## src/design/tlb_pkg.sv

```systemverilog
package tlb_pkg;

   localparam int MAX_CHARS_DEFAULT = 256;
   localparam int MAX_LINES_DEFAULT = 64;

   localparam int CODE_W     = 8;
   localparam int ADV_W      = 8;
   localparam int START_W    = 8;
   localparam int LEN_W      = 9;
   localparam int BOX_W      = 10;
   localparam int CSR_DATA_W = 10;

   localparam logic [CODE_W-1:0] CH_CR     = 8'd13;
   localparam logic [CODE_W-1:0] CH_HYPHEN = 8'd45;
   localparam logic [CODE_W-1:0] CH_SPACE  = 8'd32;

   localparam logic [BOX_W-1:0] BOX_WIDTH_RESET = 10'd320;

   typedef enum logic [0:0] {
      CSR_BOX_WIDTH     = 1'b0,
      CSR_RIGHT_JUSTIFY = 1'b1
   } csr_index_type;

   typedef enum logic [2:0] {
      ST_LOAD,
      ST_SCAN_RD,
      ST_SCAN_EVAL,
      ST_EMIT_RD,
      ST_EMIT_PUSH
   } state_type;

   typedef struct packed {
      logic load;
      logic scan_init;
      logic eval;
      logic push;
      logic clear;
   } cmd_type;

   typedef struct packed {
      logic scan_stop;
      logic out_free;
      logic emit_last;
   } status_type;

endpackage

```

## src/design/tlb_ctrl.sv

```systemverilog
module tlb_ctrl (
   input  logic                  clock,
   input  logic                  reset,
   input  logic                  req_valid,
   input  logic                  req_last_char,
   output logic                  req_ready,
   input  tlb_pkg::status_type   status,
   output tlb_pkg::cmd_type      cmd
);

   tlb_pkg::state_type state_ff, state_in;

   always_ff @(posedge clock) begin
      if (reset) begin
         state_ff <= tlb_pkg::ST_LOAD;
      end else begin
         state_ff <= state_in;
      end
   end

   always_comb begin
      state_in  = state_ff;
      cmd       = '0;
      req_ready = 1'b0;
      unique case (state_ff)
         tlb_pkg::ST_LOAD: begin
            req_ready = 1'b1;
            if (req_valid) begin
               cmd.load = 1'b1;
               if (req_last_char) begin
                  cmd.scan_init = 1'b1;
                  state_in      = tlb_pkg::ST_SCAN_RD;
               end
            end
         end
         tlb_pkg::ST_SCAN_RD: begin
            state_in = tlb_pkg::ST_SCAN_EVAL;
         end
         tlb_pkg::ST_SCAN_EVAL: begin
            cmd.eval = 1'b1;
            state_in = status.scan_stop ? tlb_pkg::ST_EMIT_RD : tlb_pkg::ST_SCAN_RD;
         end
         tlb_pkg::ST_EMIT_RD: begin
            state_in = tlb_pkg::ST_EMIT_PUSH;
         end
         tlb_pkg::ST_EMIT_PUSH: begin
            if (status.out_free) begin
               cmd.push = 1'b1;
               if (status.emit_last) begin
                  cmd.clear = 1'b1;
                  state_in  = tlb_pkg::ST_LOAD;
               end else begin
                  state_in = tlb_pkg::ST_EMIT_RD;
               end
            end
         end
         default: begin
            state_in = tlb_pkg::ST_LOAD;
         end
      endcase
   end

endmodule

```

## config.mk

```make
export PLATFORM = sky130hd
export DESIGN_NAME = tlb_ctrl
export DESIGN_NICKNAME = d
export VERILOG_FILES = /design/src/design/tlb_pkg.sv /design/src/design/tlb_ctrl.sv
export SDC_FILE = /design/constraint.sdc
export NUM_CORES = 1
export LEC_CHECK = 0
export BUFFER_PORTS_ARGS = -buffer_cell sky130_fd_sc_hd__buf_2
export CORE_AREA = 5 5 42 44
export DETAILED_ROUTE_END_ITERATION = 10
export DIE_AREA = 0 0 47 49
export MAX_ROUTING_LAYER = met4
export PLACE_DENSITY = 0.45
export RECOVER_POWER = 25
export SYNTH_ARGS = -nofsm -noshare
export SYNTH_HDL_FRONTEND = slang
export SYNTH_SLANG_ARGS = --single-unit
```

## constraint.sdc

```tcl
create_clock -name clock -period 1.5 [get_ports clock]
set_input_delay 0.075 -clock clock [delete_from_list [all_inputs] [get_ports clock]]
set_output_delay 0.075 -clock clock [all_outputs]
set_load 0.01 [all_outputs]
```

# Word-level counts from Yosys, hierarchy flattened
# Cells that the tools add are included.
# totals
register_bits,3
input_bits,7
output_inout_bits,6
word_cells,24
# op_classes
n_eq_ne,7
n_mux,14
reduce_logical,2
# ops
op,n
one-hot mux 3 bit (5 select lines),1
two-way mux 2 bit,6
two-way mux 3 bit,3
equality test 3 x 2 -> 1 bit (second input constant),2
!= test 2 bit (second input constant),3
two-way mux 1 bit,4
equality test 3 x 1 -> 1 bit (second input constant),1
equality test 3 bit (second input constant),1
zero test 3 bit,1
AND reduction 3 bit,1

# Depth between registers and ports, before layout
# Gate-level depths: netlist of the first run.
# depth
depth_word,3
ltp_mapped,3
mapped_depth_nobuf,3

# Worst setup path after synthesis of the first run
# No wires, ideal clock.
# synth_path
path_type,register to output
from,reg state_ff[2]
to,out cmd[0] in the netlist's numbering
arrival_time_ns,1.193
required_time_ns,1.425
path_slack_ns,0.232
path_stages_with_launch,4
path_buffers,0
cell_sequence,dfxtp_1 or3b_1 nor2_1 and2_1
# synth_rtl
element,line,rtl
"start, declared",tlb_ctrl.sv:11,"tlb_pkg::state_type state_ff, state_in;"
"start signal, assigned",tlb_ctrl.sv:15,state_ff <= tlb_pkg::ST_LOAD;
"start signal, assigned",tlb_ctrl.sv:17,state_ff <= state_in;
"end, declared",tlb_ctrl.sv:8,output tlb_pkg::cmd_type cmd

==> flow_summary.toml, run 1 <==
[status]
status = "finished clean"

[floorplanning]
die_w_um = 47
fp-row-count = 14
initial_utilization = 0.143
core-area_sq_um = 1400
num_io_pins = 13
dieArea_sq_um = 2300
die_h_um = 49

[cts]
clock_latency_ns = 0.23
numCtsBuffers = 3
cts_buffer_depth = 2
cts.htree.levels = 1
path_clk_slew_ns = 0.04
post-cts-setup-buffer-count = 0
clock_sinks = 3
root_buffer = "clkbuf_4"
cts_tree = "yes"

[sta]
tightest_slew_ns = 0.295
fin_setup_tns_ns = 0
skew_ns = 0.00295
slew_headroom = 0.802
finalSetupViolCount = 0
maxSlewViolCount = 0
period_minus_slack_ns = 1.43
fin_hold_ws_ns = 0.0368
clock.fmax_mhz = 699
rsz0062_at_grt = "no"
period_share = 0.953
hold_violations = 0

[worst_setup_path]
critPathRequiredTime_ns = 1.42
cp_slowest_cell = "or3b_4"
path_max_fanout = 7
cp.arrival_ns = 1.35
r2r_end = "state_ff[0]$_SDFFE_PP0P_"
r2r_setup_slack_ns = 0.23
path_class = "reg2out"
crit_path_end_kind = "output port"
crit_path_cell_trace = "or3b_4, nor2_2, and2_1, buf_2"
max_stage_delay_ns = 0.42
cp.depth = 4
critPathLaunch = "state_ff[2]$_SDFFE_PP0P_"
r2r-start = "state_ff[2]$_SDFFE_PP0P_"
endpoint = "cmd[0]"
ff2ff_path_depth = 3
path_buf_inv = 1
cpLargestDelayFamily = "simple AND/OR/NAND/NOR gates"
setup.worst_path.start_class = "flip-flop"

[drt]
vias = 232
drt_iter0_drc = 4
drtAntennaViolNets = 0
vias_per_cell = 4.14
wl_per_cell_um = 10.4
drcViolationCount = 0
finalWirelength_um = 580
first_pass_iters = 4

[power_and_ir_drop]
leakage_uw = 0.000147
power.density_nw_per_um2 = 885
ir_drop_v = 0.000305
pwr-share-comb = 0.177
net-switching-power_uw = 68.7
clockPowerShare = 0.491
switching_share = 0.246
seqPwrFrac = 0.332
power.internal_uw = 210

[global_route]
grt-ovfl-total = 0
first_global_vias = 227
grt_max_degree = 9
grt_pass1_wl_um = 883
antenna_found_initial = 0
grt_usage = 0.0570

[finish]
nNetsFinal = 48
stdcell_count = 56
fillers = 171
drive_gt1_frac = 0.550
largest_register_ffs = 3
reg_top3 = "state_ff x3"
syn_to_final_growth_pct = 57.5
regMostFlops = "state_ff"
diodes = 0
final_common_cell = "buf_2"
mostFrequentLayoutCells = "buf_2, clkbuf_4, dfxtp_2, and2_1, nand3b_1"

[yosys]
syn-instance-count = 24
ys_ff_latch = 3
netlist_area_sq_um = 200
syn_nets = 31
yosys_warnings = 0
ys_seq_area_frac = 0.300
synth.distinct_cells = 19
avgSynthCellArea_sq_um = 8.34

[placed_design]
dpl.hpwl_um = 448
dp.cells = 52
gp_congestion = 0.645
portBuffers = 12

[hold_path]
min_path_type = "in2reg"

[job]
max_cap_viol_count = 0
==> area by class of cell <==
cell class | instances | area (sq um) | share of cell area
Multi-Input combinational cell | 20 | 141 | 0.448
Clock buffer | 4 | 26.3 | 0.0833
Sequential cell | 3 | 63.8 | 0.202
Tap cell | 16 | 20.0 | 0.0635
Inverter | 1 | 3.75 | 0.0119
Timing Repair Buffer | 12 | 60.1 | 0.190
==> logic make-up after synthesis <==
logic type | count (synthesis) | synth area share
flops | 3 | 0.300
simple gates | 14 | 0.450
compound gates | 6 | 0.231
buf+inv | 1 | 0.0187
==> worst min-delay path by stage <==
stage	to	from	slack, ns	depth (start not counted)
floorplan	state_ff[2]$_SDFFE_PP0P_	reset	0.15	1
global placement	state_ff[2]$_SDFFE_PP0P_	reset	0.29	2
detailed placement	state_ff[2]$_SDFFE_PP0P_	reset	0.28	2
CTS	state_ff[2]$_SDFFE_PP0P_	reset	0.03	2
global route	state_ff[2]$_SDFFE_PP0P_	reset	0.03	2
finish	state_ff[2]$_SDFFE_PP0P_	reset	0.04	2
==> repair_timing <==
item,4_1_cts,5_1_grt
gates resized for setup,2,3
hold buffers,0,0
setup endpoints to repair,1,1
==> cell usage after synthesis, drive strengths merged <==
| master | number | area (sq um) |
|---|---|---|
| a21oi | 1 | 5.00 |
| nand2b | 1 | 6.26 |
| nor2 | 2 | 7.51 |
| nor3b | 1 | 7.51 |
| nor3 | 1 | 5.00 |
| dfxtp | 3 | 60.1 |
| and3 | 1 | 6.26 |
| and2 | 2 | 12.5 |
| nor2b | 1 | 6.26 |
| o32ai | 1 | 16.3 |
| and3b | 1 | 8.76 |
| o21ai | 2 | 10.0 |
| inv | 1 | 3.75 |
| or3b | 1 | 8.76 |
| o21a | 1 | 7.51 |
| nand3b | 2 | 15.0 |
| a211oi | 1 | 7.51 |
| or2 | 1 | 6.26 |
==> power groups by stage <==
stage	logic (uW)	clock network (uW)	registers [uW]
2_1_floorplan	27.5	0	90.2
3_3_place_gp	49.4	0	92.1
3_5_place_dp	49.9	0	91.6
4_1_cts	50.1	147	90.9
5_1_grt	54.5	153	92.8
6_report	49.5	137	92.5
==> routing by layer <==
metal | global-route usage | wire (um) | up-vias
li1 | - | - | 121
met1 | 0.0416 | 205 | 106
met2 | 0.0928 | 335 | 5
met3 | 0.0369 | 39 | 0
met4 | 0.0415 | 0 | 0
met5 | - | 0 | -
==> stage by stage <==
step | instance area [sq um] | power [uW] | utilization | worst slack [ns]
after global routing | 315 | 301 | 0.225 | 0.00290
after global placement | 280 | 142 | 0.200 | 0.212
after detailed placement | 280 | 142 | 0.200 | 0.180
final | 315 | 279 | 0.225 | 0.0704
after CTS | 310 | 288 | 0.221 | 0.00248
after floorplan | 200 | 118 | - | 0.232
(Power assumes the default switching activity.)
==> run 2: changes to the inputs <==
--- a/config.mk
+++ b/config.mk
@@ -5,12 +5,13 @@
 export SDC_FILE = /design/constraint.sdc
 export NUM_CORES = 1
 export LEC_CHECK = 0
+export ABC_AREA = 1
 export BUFFER_PORTS_ARGS = -buffer_cell sky130_fd_sc_hd__buf_2
 export CORE_AREA = 5 5 42 44
 export DETAILED_ROUTE_END_ITERATION = 10
 export DIE_AREA = 0 0 47 49
 export MAX_ROUTING_LAYER = met4
-export PLACE_DENSITY = 0.45
+export PLACE_DENSITY = 0.46
 export RECOVER_POWER = 25
 export SYNTH_ARGS = -nofsm -noshare
 export SYNTH_HDL_FRONTEND = slang
==> run 2 against run 1 <==
Clock-buffer cell count stayed put. Clock power about the same. Highest routed layer unchanged. Sequential power fell by 2.8%. Sequential cell count unchanged. Clock skew decreased by 0.0024 ns. Die area stayed put. Sequential share of layout area decreased by 1.7 points. Core utilization grew 0.63 points. Hold slack got worse by 0.023 ns.
==> flow_summary.toml, run 2 <==
[status]
status = "finished clean"

[sta]
period_minus_slack_ns = 1.22
clock.fmax_mhz = 821
rsz0062_at_grt = "no"
hold_violations = 0
maxSlewViolCount = 0
setup_slack_ns = 0.282
tightest_slew_ns = 0.251
slew_headroom = 0.832
skew_ns = 0.000577
period_share = 0.812
finalSetupViolCount = 0
fin_setup_tns_ns = 0

[worst_setup_path]
setup.worst_path.start_class = "flip-flop"
critPathRequiredTime_ns = 1.42
cp_slowest_cell = "dfxtp_1"
ff2ff_path_depth = 5
crit_path_end_kind = "output port"
path_class = "reg2out"
cp.arrival_ns = 1.14
path_max_fanout = 5
max_stage_delay_ns = 0.35
crit_path_cell_trace = "nor2_4, inv_1, nor2_2, inv_1, nor2_1, buf_2"
path_common_cell = "inv_1"

[cts]
cts_resized = 0
clock_sinks = 3
cts_tree = "yes"
path_clk_slew_ns = 0.04
cts_buffer_depth = 2
numCtsBuffers = 3
root_buffer = "clkbuf_4"
post-cts-setup-buffer-count = 0
cts-hold-fix-buffers = 0
clock_latency_ns = 0.23
cts.htree.levels = 1

[drt]
drcViolationCount = 0
drtAntennaViolNets = 0
first_pass_iters = 1
finalWirelength_um = 495
drt_iter0_drc = 0
vias_per_cell = 3.59
vias = 251
wl_per_cell_um = 7.07

[floorplanning]
die_h_um = 49
initial_utilization = 0.155
core-area_sq_um = 1400
num_io_pins = 13
fp-row-count = 14
die_w_um = 47
dieArea_sq_um = 2300

[finish]
final_common_cell = "buf_2"
drive_gt1_frac = 0.333
reg_top3 = "state_ff x3"
diodes = 0
mostFrequentLayoutCells = "buf_2, inv_1, nor2_1, nand2_1"
regMostFlops = "state_ff"
fin_area_sq_um = 324
syn_to_final_growth_pct = 48.9
nNetsFinal = 62
largest_register_ffs = 3

[power_and_ir_drop]
power_uw = 283
power.density_nw_per_um2 = 873
ir_drop_v = 0.000270
leakage_uw = 0.000211

[yosys]
syn_nets = 45
netlist_area_sq_um = 218
synth.distinct_cells = 11
syn-instance-count = 38
ys_seq_area_frac = 0.276
synth_top_cell_by_area = "dfxtp_1"
avgSynthCellArea_sq_um = 5.73
synth_flop_cell = "dfxtp_1"
synthArstFlopShare = 0
synth_commonest_cells = "inv_1, nor2_1, nand2_1"
ys_ff_latch = 3
synth_top_area_frac = 0.276
yosysMostFrequentCell = "inv_1"
synth_edf_count = 0
yosys-top-cells-area = "dfxtp_1, inv_1, nor2_1, nand2_1, nand3_1"
yosys_warnings = 0

[global_route]
grt-ovfl-total = 0
first_global_vias = 214
antenna_found_initial = 0
grt_usage = 0.0490
grt_max_degree = 8
grt_pass1_wl_um = 772

[placed_design]
gp_congestion = 0.668
portBuffers = 12
placed_area_sq_um = 298
dpl.hpwl_um = 425
pre_cts_ws_ns = 0.505

[hold_path]
min_path_type = "in2reg"
min_path_cells = 2

[job]
max_cap_viol_count = 0
[run 2: cell types whose count changed after synthesis, moves of 2 or more]
| cell | delta |
|---|---|
| nand3_1 | +3 |
| nor2_1 | +6 |
| and2_1 | -2 |
| inv_1 | +10 |
| nand2_1 | +7 |
[run 2: power by group]
group | leakage (uW) | switching [uW] | internal, uW | total (uW)
logic | 0.000172 | 31.3 | 24.6 | 55.9
registers | 0.0000244 | 5.86 | 84.0 | 89.9
clock network | 0.0000150 | 37.6 | 99.4 | 137
[run 2: routing by layer]
| layer | global-route usage | vias up | wire [um] |
|---|---|---|---|
| met5 | - | - | 0 |
| met4 | 0.0276 | 0 | 0 |
| met3 | 0.0332 | 0 | 53 |
| met2 | 0.0679 | 7 | 246 |
| met1 | 0.0502 | 103 | 195 |
| li1 | - | 141 | - |
[run 2: cell families (layout without fill, tap and decap cells)]
logic type             count (synthesis)  after routing  share of synthesized area
AND/OR/NAND/NOR                       22             22                      0.489
buffers and inverters                 11             27                      0.190
flip-flops                             3              3                      0.276
AO/OA/AOI/OAI                          2              2                     0.0459
[run 2: final cells by class]
cell class | count | area [sq um]
repair buffers | 12 | 60.1
fillers | 177 | 1080
multi-input cells | 24 | 116
inverters | 11 | 41.3
clock buffers | 4 | 26.3
flip-flops and latches | 3 | 60.1
well taps | 16 | 20.0
[run 2: path summary, 6_finish.rpt]
| check | slack, ns | to | from |
|---|---|---|---|
| worst max-delay path | 0.28 | cmd[4] | state_ff[1]$_SDFFE_PP0P_ |
| worst min-delay path | 0.01 | state_ff[2]$_SDFFE_PP0P_ | reset |
| worst max register to register | 0.54 | state_ff[1]$_SDFFE_PP0P_ | state_ff[2]$_SDFFE_PP0P_ |
| worst min register to register | 0.55 | state_ff[2]$_SDFFE_PP0P_ | state_ff[1]$_SDFFE_PP0P_ |
[run 2: critical path: cells and delay by family, from the launching register on]
| kind | cells | cell delay [ns] |
|---|---|---|
| and+or+nand+nor | 3 | 0.33 |
| buffers and inverters | 3 | 0.24 |
| DFF | 1 | 0.35 |
[run 2: metrics by stage]
| stage | hold WS [ns] | cells | utilization |
|---|---|---|---|
| floorplan | 0.144 | 38 | - |
| finish | 0.0140 | 70 | 0.231 |
| CTS | 0.0101 | 70 | 0.231 |
| global placement | 0.251 | 66 | 0.213 |
| global route | 0.0188 | 70 | 0.231 |
| detailed placement | 0.251 | 66 | 0.213 |
